## src/hdl/mmsq_pkg.sv

```systemverilog
// mmsq_pkg: types, codes and constants of the midi message slot queue
// depends on nothing; imported by mmsq_ram users and the top level
package mmsq_pkg;

  localparam int SLOTS          = 16;
  localparam int MAX_DATA_BYTES = 2;

  localparam int PTR_W   = $clog2(SLOTS);
  localparam int CNT_W   = $clog2(MAX_DATA_BYTES + 1);
  localparam int DDEPTH  = SLOTS * MAX_DATA_BYTES;
  localparam int DADDR_W = (DDEPTH > 1) ? $clog2(DDEPTH) : 1;
  localparam int SLOT_W  = 4;

  typedef enum logic [2:0] {
    ACT_OPEN     = 3'd0,
    ACT_APPEND   = 3'd1,
    ACT_FINISH   = 3'd2,
    ACT_REALTIME = 3'd3,
    ACT_TX_READY = 3'd4
  } action_t;

  typedef enum logic [2:0] {
    OUT_ACCEPTED  = 3'd0,
    OUT_OPENED    = 3'd1,
    OUT_BYTE_SENT = 3'd2,
    OUT_TX_IDLE   = 3'd3,
    OUT_FULL      = 3'd4,
    OUT_RT_IGNORE = 3'd5
  } outcome_t;

  typedef enum logic [1:0] {
    SS_EMPTY     = 2'd0,
    SS_RECEIVING = 2'd1,
    SS_TRANSMIT  = 2'd2,
    SS_DISCARD   = 2'd3
  } slot_state_t;

  typedef enum logic [1:0] {
    CFG_NORMAL_DROP   = 2'd0,
    CFG_REALTIME_DROP = 2'd1,
    CFG_DISCARD_FLAG  = 2'd2
  } cfg_reg_t;

  typedef enum logic [1:0] {
    S_IDLE,
    S_ISSUE,
    S_WAIT
  } fsm_t;

  typedef struct packed {
    logic [2:0]        action;
    logic [SLOT_W-1:0] slot;
    logic [7:0]        msg_flags;
    logic [7:0]        byte_value;
  } cmd_t;

  typedef struct packed {
    logic [2:0]        outcome;
    logic [SLOT_W-1:0] slot_out;
    logic [7:0]        tx_byte;
    logic              last_byte;
  } result_t;

  // one slot record as stored in the record memory
  typedef struct packed {
    logic [1:0]       state;
    logic [7:0]       flags;
    logic [7:0]       status;
    logic [CNT_W-1:0] count;
  } slot_rec_t;

  localparam int REC_W = $bits(slot_rec_t);

  function automatic logic [PTR_W-1:0] ring_next(logic [PTR_W-1:0] p);
    return (int'(p) == SLOTS - 1) ? '0 : PTR_W'(int'(p) + 1);
  endfunction

  function automatic logic [DADDR_W-1:0] data_addr(logic [PTR_W-1:0] p,
                                                   logic [CNT_W-1:0] k);
    return DADDR_W'(int'(p) * MAX_DATA_BYTES + int'(k));
  endfunction

endpackage

```

## src/hdl/mmsq_ram.sv

```systemverilog
// mmsq_ram: generic single write port, single read port ram
// registered read; no package dependencies
module mmsq_ram #(
  parameter int WIDTH = 8,
  parameter int DEPTH = 16
) (
  input  logic                     clk,
  input  logic                     we,
  input  logic [$clog2(DEPTH)-1:0] waddr,
  input  logic [WIDTH-1:0]         wdata,
  input  logic [$clog2(DEPTH)-1:0] raddr,
  output logic [WIDTH-1:0]         rdata
);

  logic [WIDTH-1:0] mem [DEPTH];

  always_ff @(posedge clk) begin
    if (we) begin
      mem[waddr] <= wdata;
    end
    rdata <= mem[raddr];
  end

endmodule

```

## src/hdl/midi_message_slot_queue.sv

```systemverilog
// midi_message_slot_queue: ring of message slots feeding a byte-serial transmitter
// depends on mmsq_pkg and mmsq_ram (slot record memory and data byte memory)
//
// one item at a time: an item is taken when start is high and busy is low, and
// its single result shows on result for exactly one cycle with done high; the
// receiver cannot stall, so results must be taken as they appear. open,
// realtime add and unknown actions give their result straight from the issue
// state, and so does a transmit ready tick on an empty ring with no message in
// flight. append, finish and any other transmit ready tick read the slot record
// memory first and give their result from the wait state; a transmit ready tick
// that scans past discarded slots stays in the wait state for each skipped slot
// (a full ring holds SLOTS - 1 slots), since each step of the scan waits on the
// registered read of the record memory. configuration writes are always taken
// (cfg_ready is tied high) and must only be issued while the block is idle.
module midi_message_slot_queue
  import mmsq_pkg::*;
(
  input  logic       clk,
  input  logic       rst,
  // item channel
  input  logic       start,
  output logic       busy,
  input  cmd_t       cmd,
  // result channel
  output logic       done,
  output result_t    result,
  // configuration channel
  input  logic       cfg_valid,
  output logic       cfg_ready,
  input  logic [1:0] cfg_index,
  input  logic [7:0] cfg_data
);

  // configuration registers
  logic [7:0] normal_drop_mask;
  logic [7:0] realtime_drop_mask;
  logic [7:0] discard_flag_mask;

  // ring control
  fsm_t             state, state_next;
  logic [PTR_W-1:0] head, head_next;
  logic [PTR_W-1:0] tail, tail_next;
  logic             sending, sending_next;
  logic [CNT_W-1:0] send_pos, send_pos_next;
  cmd_t             cmd_q;

  // result register
  logic    done_next;
  result_t result_next;

  // memory ports
  logic               rec_we;
  logic [PTR_W-1:0]   rec_waddr;
  slot_rec_t          rec_wdata;
  logic [PTR_W-1:0]   rec_raddr;
  slot_rec_t          rec_rdata;
  logic [REC_W-1:0]   rec_rdata_raw;
  logic               dat_we;
  logic [DADDR_W-1:0] dat_waddr;
  logic [7:0]         dat_wdata;
  logic [DADDR_W-1:0] dat_raddr;
  logic [7:0]         dat_rdata;

  // helpers
  logic [PTR_W-1:0] slot_ptr;
  logic             slot_ok;
  logic             ring_full;
  logic [7:0]       fin_flags;

  assign cfg_ready = 1'b1;
  assign busy      = (state != S_IDLE);
  assign rec_rdata = slot_rec_t'(rec_rdata_raw);
  assign slot_ptr  = PTR_W'(cmd_q.slot);
  assign slot_ok   = ((SLOT_W + 1)'(cmd_q.slot) < (SLOT_W + 1)'(SLOTS));
  assign ring_full = (ring_next(head) == tail);
  assign fin_flags = rec_rdata.flags | cmd_q.msg_flags;

  // slot records: state, flags, status byte, data count
  mmsq_ram #(
    .WIDTH (REC_W),
    .DEPTH (SLOTS)
  ) u_rec_ram (
    .clk   (clk),
    .we    (rec_we),
    .waddr (rec_waddr),
    .wdata (rec_wdata),
    .raddr (rec_raddr),
    .rdata (rec_rdata_raw)
  );

  // data bytes, MAX_DATA_BYTES per slot
  mmsq_ram #(
    .WIDTH (8),
    .DEPTH (DDEPTH)
  ) u_dat_ram (
    .clk   (clk),
    .we    (dat_we),
    .waddr (dat_waddr),
    .wdata (dat_wdata),
    .raddr (dat_raddr),
    .rdata (dat_rdata)
  );

  // configuration writes
  always_ff @(posedge clk) begin
    if (rst) begin
      normal_drop_mask   <= 8'd0;
      realtime_drop_mask <= 8'd3;
      discard_flag_mask  <= 8'd128;
    end else if (cfg_valid && cfg_ready) begin
      case (cfg_index)
        CFG_NORMAL_DROP:   normal_drop_mask   <= cfg_data;
        CFG_REALTIME_DROP: realtime_drop_mask <= cfg_data;
        CFG_DISCARD_FLAG:  discard_flag_mask  <= cfg_data;
        default: ;  // index beyond the register list is dropped
      endcase
    end
  end

  // control registers
  always_ff @(posedge clk) begin
    if (rst) begin
      state    <= S_IDLE;
      head     <= '0;
      tail     <= '0;
      sending  <= 1'b0;
      send_pos <= '0;
      done     <= 1'b0;
    end else begin
      state    <= state_next;
      head     <= head_next;
      tail     <= tail_next;
      sending  <= sending_next;
      send_pos <= send_pos_next;
      done     <= done_next;
    end
  end

  // payload registers
  always_ff @(posedge clk) begin
    if (start && !busy) begin
      cmd_q <= cmd;
    end
    result <= result_next;
  end

  // sequencer: issue reads, wait for the registered data, modify and write back.
  // only one item is in flight, so a write back is always seen by the next read
  always_comb begin
    state_next    = state;
    head_next     = head;
    tail_next     = tail;
    sending_next  = sending;
    send_pos_next = send_pos;
    done_next     = 1'b0;
    result_next   = '0;

    rec_we    = 1'b0;
    rec_waddr = head;
    rec_wdata = '0;
    rec_raddr = tail;
    dat_we    = 1'b0;
    dat_waddr = '0;
    dat_wdata = cmd_q.byte_value;
    // data byte of the message in flight: byte send_pos - 1 of the tail slot
    dat_raddr = data_addr(tail, send_pos - CNT_W'(1));

    case (state)
      S_IDLE: begin
        if (start) begin
          state_next = S_ISSUE;
        end
      end

      S_ISSUE: begin
        case (cmd_q.action)
          ACT_OPEN: begin
            state_next = S_IDLE;
            done_next  = 1'b1;
            if (ring_full) begin
              result_next.outcome = OUT_FULL;
            end else begin
              rec_we               = 1'b1;
              rec_wdata.state      = SS_RECEIVING;
              rec_wdata.flags      = cmd_q.msg_flags;
              rec_wdata.status     = cmd_q.byte_value;
              rec_wdata.count      = '0;
              head_next            = ring_next(head);
              result_next.outcome  = OUT_OPENED;
              result_next.slot_out = SLOT_W'(head);
            end
          end

          ACT_REALTIME: begin
            state_next = S_IDLE;
            done_next  = 1'b1;
            if ((cmd_q.msg_flags & realtime_drop_mask) != 8'd0) begin
              result_next.outcome = OUT_RT_IGNORE;
            end else if (ring_full) begin
              result_next.outcome = OUT_FULL;
            end else begin
              // opened and finished in one go
              rec_we           = 1'b1;
              rec_wdata.state  = ((cmd_q.msg_flags & discard_flag_mask) != 8'd0)
                                 ? SS_DISCARD : SS_TRANSMIT;
              rec_wdata.flags  = cmd_q.msg_flags;
              rec_wdata.status = cmd_q.byte_value;
              rec_wdata.count  = '0;
              head_next        = ring_next(head);
              result_next.outcome  = OUT_ACCEPTED;
              result_next.slot_out = SLOT_W'(head);
            end
          end

          ACT_APPEND, ACT_FINISH: begin
            if (slot_ok) begin
              rec_raddr  = slot_ptr;
              state_next = S_WAIT;
            end else begin
              state_next          = S_IDLE;
              done_next           = 1'b1;
              result_next.outcome = OUT_ACCEPTED;
            end
          end

          ACT_TX_READY: begin
            if (!sending && tail == head) begin
              state_next          = S_IDLE;
              done_next           = 1'b1;
              result_next.outcome = OUT_TX_IDLE;
            end else begin
              // record at tail and, when mid-message, its next data byte
              rec_raddr  = tail;
              state_next = S_WAIT;
            end
          end

          default: begin
            // unknown action: no change
            state_next          = S_IDLE;
            done_next           = 1'b1;
            result_next.outcome = OUT_ACCEPTED;
          end
        endcase
      end

      S_WAIT: begin
        case (cmd_q.action)
          ACT_APPEND: begin
            state_next          = S_IDLE;
            done_next           = 1'b1;
            result_next.outcome = OUT_ACCEPTED;
            // bytes past the limit are dropped
            if (rec_rdata.count < CNT_W'(MAX_DATA_BYTES)) begin
              dat_we          = 1'b1;
              dat_waddr       = data_addr(slot_ptr, rec_rdata.count);
              rec_we          = 1'b1;
              rec_waddr       = slot_ptr;
              rec_wdata       = rec_rdata;
              rec_wdata.count = rec_rdata.count + CNT_W'(1);
            end
          end

          ACT_FINISH: begin
            state_next          = S_IDLE;
            done_next           = 1'b1;
            result_next.outcome = OUT_ACCEPTED;
            rec_we              = 1'b1;
            rec_waddr           = slot_ptr;
            rec_wdata           = rec_rdata;
            rec_wdata.flags     = fin_flags;
            rec_wdata.state     = ((fin_flags & normal_drop_mask) != 8'd0 ||
                                   (fin_flags & discard_flag_mask) != 8'd0)
                                  ? SS_DISCARD : SS_TRANSMIT;
          end

          default: begin
            // transmit ready
            if (sending) begin
              state_next            = S_IDLE;
              done_next             = 1'b1;
              result_next.outcome   = OUT_BYTE_SENT;
              result_next.slot_out  = SLOT_W'(tail);
              result_next.tx_byte   = dat_rdata;
              if (send_pos >= rec_rdata.count) begin
                result_next.last_byte = 1'b1;
                sending_next          = 1'b0;
                send_pos_next         = '0;
                tail_next             = ring_next(tail);
              end else begin
                send_pos_next = send_pos + CNT_W'(1);
              end
            end else begin
              case (rec_rdata.state)
                SS_TRANSMIT: begin
                  // start a new message with its status byte
                  state_next           = S_IDLE;
                  done_next            = 1'b1;
                  result_next.outcome  = OUT_BYTE_SENT;
                  result_next.slot_out = SLOT_W'(tail);
                  result_next.tx_byte  = rec_rdata.status;
                  if (rec_rdata.count == '0) begin
                    result_next.last_byte = 1'b1;
                    tail_next             = ring_next(tail);
                  end else begin
                    sending_next  = 1'b1;
                    send_pos_next = CNT_W'(1);
                  end
                end
                SS_RECEIVING: begin
                  // oldest message still arriving: wait for it
                  state_next          = S_IDLE;
                  done_next           = 1'b1;
                  result_next.outcome = OUT_TX_IDLE;
                end
                default: begin
                  // discarded or empty slot: skip and read the next one
                  tail_next = ring_next(tail);
                  rec_raddr = ring_next(tail);
                  if (ring_next(tail) == head) begin
                    state_next          = S_IDLE;
                    done_next           = 1'b1;
                    result_next.outcome = OUT_TX_IDLE;
                  end
                end
              endcase
            end
          end
        endcase
      end

      default: begin
        state_next = S_IDLE;
      end
    endcase
  end

  // a result only follows a busy state, that is work on an item
  a_done_after_work: assert property (@(posedge clk) disable iff (rst)
    done |-> $past(state) != S_IDLE)
    else $error("result strobe without an item in flight");

  // a message in flight has already sent its status byte
  a_send_pos: assert property (@(posedge clk) disable iff (rst)
    sending |-> send_pos != '0)
    else $error("sending with send position zero");

  // the last byte of a message moves the tail on
  a_last_moves_tail: assert property (@(posedge clk) disable iff (rst)
    (done && result.last_byte) |-> tail != $past(tail))
    else $error("last byte sent but tail did not advance");

  // memories are only written while an item is in work
  a_no_idle_write: assert property (@(posedge clk) disable iff (rst)
    (state == S_IDLE) |-> (!rec_we && !dat_we))
    else $error("memory write while idle");

endmodule
```

## config.mk

```make
export PLATFORM = sky130hd
export DESIGN_NAME = midi_message_slot_queue
export DESIGN_NICKNAME = d
export VERILOG_FILES = /design/src/hdl/mmsq_pkg.sv /design/src/hdl/mmsq_ram.sv /design/src/hdl/midi_message_slot_queue.sv
export SDC_FILE = /design/constraint.sdc
export NUM_CORES = 1
export LEC_CHECK = 0
export BUFFER_PORTS_ARGS = -buffer_cell sky130_fd_sc_hd__buf_2
export CAP_MARGIN = 20
export CORE_MARGIN = 4
export CORE_UTILIZATION = 66
export DETAILED_ROUTE_END_ITERATION = 8
export PLACE_DENSITY = 0.83
export REMOVE_ABC_BUFFERS = 1
export SYNTH_ARGS = -nofsm -noshare
export SYNTH_HDL_FRONTEND = slang
export SYNTH_SLANG_ARGS = --single-unit
export TNS_END_PERCENT = 50
```

## constraint.sdc

```tcl
create_clock -name clk -period 9 [get_ports clk]
set_clock_uncertainty 0.15 [all_clocks]
set_input_delay 1.35 -clock clk [delete_from_list [all_inputs] [get_ports clk]]
set_output_delay 1.35 -clock clk [all_outputs]
set_load 0.02 [all_outputs]
```

==> results.txt <==
The actual slew at the worst max-slew pin is 1120 ps. The number of global-route vias before repair was 15.8k. After detailed routing, the number of vias per cell comes to 6.90. The critical path class is flip-flop to flip-flop.

The part of the Yosys area used for sequential elements came out at 71.9%. The startpoint of the worst-slack reg-to-reg timing path is tail[0]. After clock tree synthesis, the clock-pin slew on the worst setup and hold paths is ~60 ps. The residual DRC count is 0.

The count of pins over their slew limit is 0. The count of hold buffers inserted by post-cts repair is 0. The synthesized design devotes to its leading area cell type 65.9% of total area. Setup repair after global routing left no endpoint under its margin. For this block, the via count after detailed routing is 15.7k. The routed wire length is 65,800 µm. In this run the worst setup path terminates at u_rec_ram.rdata[11].

Detailed placement finished with a half-perimeter wire length of 38,600 µm. The initial core utilization is 66.8%. The class of the most critical hold timing path is flip-flop to flip-flop.

The analysis attributes to cell leakage a power of 10.3 nW. The number of clock buffers added by TritonCTS is between 60 and 70. Adding up every negative setup slack in the final design gives 0 ps. The starting DRC count in detailed routing is 2,369.

The total instance count after detailed placement came out at 2,150. The count of yosys warnings during synthesis is 0. The final setup violation count came out at 0. The final number of hold-violating endpoints came out at 0. The endpoint identified for the worst register-to-register timing path is u_rec_ram.rdata[11]. The initialized floorplan defines 74 standard-cell rows.

The number of fill cells came out at 2,211. The die is 211 µm tall. Measured against its own limit, the worst slew margin works out to 25.2%.

The analysis attributes to net switching a power of roughly 1.4 mW. The initial antenna violation count was 0. In this run switching power makes up roughly a fifth of total power.

For this design, the slowest cell found on the critical path is buf_4. The total overflow left after global routing is 0. TritonCTS built the clock tree.

The count of cell types in the netlist is 70. The count of antenna diodes in the layout is 0. By area the synthesized netlist is led by edfxtp_1, mux4_2, dfxtp_1. The number of setup buffers added after CTS is 0.

The post-synthesis async set-or-reset flop share is 0%. Among cell families on the critical path, the largest total delay comes from compound AO/OA/AOI/OAI gates. The synthesized design spends more area on one cell type than any other, namely edfxtp_1. The number of buffers and inverters on the critical path is 2. The run finished with clean final reports. The power density of the placed cells came out at 217 nW/µm². The CTS sink count is 681. Traced cell by cell, the critical path runs through ha_1 > a31oi_1 > o2111a_1 > o21a_1 > nor2_4 > buf_12 > buf_4 > mux2i_1 > a221oi_1 > a311o_1. The combinational cell fraction of total power came out at around 5.0%. The number of cells on the critical path came out at 10. The gate count after technology mapping came out at 1,627. Across every metal layer, demand over resource in global routing totals 29.4%. The largest net degree at the start of global routing came out at 82. The largest incremental delay on the critical path came out at ~850 ps. After synthesis the netlist holds a flip-flop and latch count of 681. From left edge to right edge, the die measures 211 µm. Summing all multi-input logic gate instances after layout gives 7100 µm².

The commonest cells after synthesis are edfxtp_1, nor2_1, mux2i_1. The count of flip-flops with a built-in enable after synthesis is 599. The cell area after synthesis came out at 27,300 µm². The post-synthesis to final-layout area growth is 11.4%. The final antenna-violating net count is 0. In this run the mean area of a mapped cell was between 15 and 20 µm². In the final routed layout, each cell accounts on average for 28.8 µm. The data required time at the worst endpoint came out at between 9000 and 10,000 ps. Gates resized during post-CTS repair numbered 0. The count of boundary I/O pins is 56. Before antenna repair, the detailed router went through 6 iterations.

The first-pass GRT wire length came out at 98,200 µm. Port buffering added 54 buffers. The internal portion of the total power is 5.20 mW.

The share of the clock period used by the worst path after layout is 48.1%. The share of layout cells above drive strength 1 came out at 19.9%. The number of nets in the layout came out at about 1.7k.

The non-filler instance count after layout is 2,280. STA puts the critical path data arrival time at 4650 ps. Timing would allow up to 231 MHz. The die outline area came out at 44,700 µm². The core box area is 40,800 µm². STA classifies the critical path endpoint as a flip-flop.

Across the VDD grid, the largest voltage drop is 0.302 mV. The reg2reg setup slack is 4670 ps. Yosys instantiated no cell more often than edfxtp_1.

Routability-driven placement finished with a final weighted congestion of 0.907. The path depth of the worst reg2reg path is 10. The worst setup path is launched from a flip-flop. The top fanout value on the critical path is 75. In this run the worst setup path begins at tail[0].

The share of total power dissipated in sequential elements is 52.7%. The share of total power in the clock network came out at 42.3%. Clock latency on the worst-skew pair, taken at its later pin, is 590 ps. In the synthesized netlist the dominant register cell turns out to be edfxtp_1.

The root buffer cell chosen for the clock tree is clkbuf_16. Subtracting the final worst setup slack from the clock period gives 4330 ps. The largest buffer count on any clock path is 3. The max-cap check violation count came out at 0. The sequential cell area came out at 19,600 µm². The number of H-tree levels is 3.
[worst reg2reg max path, stage by stage (launching register included)]
cell and delay [ps]:
dfxtp_1 600, ha_1 410, a31oi_1 200, o2111a_1 220, o21a_1 270, nor2_4 420, buf_12 270, buf_4 860
mux2i_1 360, a221oi_1 110, a311o_1 370
[worst min-delay path by stage]
stage / end / slack, ps / startpoint / cells past startpoint
floorplan: result[6] / 290 / u_dat_ram.rdata[5] / 2
global placement: realtime_drop_mask[0] / 290 / realtime_drop_mask[0] / 1
detailed placement: realtime_drop_mask[1] / 300 / realtime_drop_mask[1] / 1
CTS: realtime_drop_mask[1] / 320 / realtime_drop_mask[1] / 1
global route: realtime_drop_mask[1] / 330 / realtime_drop_mask[1] / 1
finish: realtime_drop_mask[0] / 320 / realtime_drop_mask[0] / 1
[cell usage in the layout (no fill, tap or decap), drive strengths merged, types with 6 or more instances in the layout]
cell type,instances
buf,104
nor3b,6
nand3b,6
nand2,97
a31oi,11
nand2b,6
mux4,80
clkbuf,93
a221oi,60
a22oi,24
xnor2,9
a22o,16
o22ai,9
a311o,19
mux2i,106
edfxtp,599
clkinv,17
nand3,37
a21oi,55
nor2,119
o21ai,18
nor2b,10
a21boi,21
xor2,11
inv,20
a2111oi,19
nor3,7
dfxtp,82
mux2,10
and2,7
ha,12
[power groups by stage]
stage | logic, mW | registers, mW | clock network, mW
after CTS | 0.320 | 3.47 | 2.80
after detailed placement | 0.316 | 3.54 | 0
final | 0.330 | 3.47 | 2.78
after floorplan | 0.208 | 3.55 | 0
after global placement | 0.306 | 3.54 | 0
after global routing | 0.351 | 3.47 | 2.95
[per-layer routing]
| layer | share of wire (%) | up-vias | global-route usage [%] |
|---|---|---|---|
| met4 | 3.7 | 0 | 11.1 |
| met1 | 36 | 7917 | 40.4 |
| li1 | - | 6620 | - |
| met5 | 0 | - | 0 |
| met2 | 51 | 1009 | 48.9 |
| met3 | 9.1 | 181 | 4.61 |
[stage by stage]
| stage | setup slack (ps) | hold slack (ps) | utilization (%) | instance area (µm²) | power [mW] |
|---|---|---|---|---|---|
| final | 4670 | 316 | 74.5 | 30400 | 6.59 |
| after detailed placement | 4810 | 305 | 68.8 | 28100 | 3.85 |
| after CTS | 4720 | 319 | 74.1 | 30300 | 6.60 |
| after floorplan | 1810 | 286 | - | 26700 | 3.76 |
| after global placement | 4450 | 293 | 68.6 | 28000 | 3.84 |
| after global routing | 4480 | 334 | 74.5 | 30400 | 6.77 |
[layout make-up]
type	instances	area share, %
Clock buffer	93	6.18
Clock inverter	28	0.938
Inverter	17	0.210
Multi-Input combinational cell	825	23.3
Sequential cell	681	64.6
Tap cell	532	2.19
Timing Repair Buffer	104	2.57
[cells by family after synthesis]
group	Yosys count	share of synthesized area, %
flip-flops	681	71.9
AND/OR/NAND/NOR	309	5.08
AO/OA/AOI/OAI	287	8.54
multiplexers	196	10.9
buffers and inverters	121	2.25
XOR/XNOR	20	0.738
adder cells (fa/ha/maj)	12	0.550
other	1	0.0137
[flip-flops by register name, indices dropped and copies added (netlist names), 4 cells and up]
signal and count:
u_rec_ram.rdata 20, cmd_q 11, dat_wdata 8, u_dat_ram.mem 256
u_dat_ram.rdata 8, discard_flag_mask 8, result 16, tail 4
normal_drop_mask 8, realtime_drop_mask 8, slot_ptr 4, head 4
u_rec_ram.mem 320
Power figures use the tool's default switching activity.
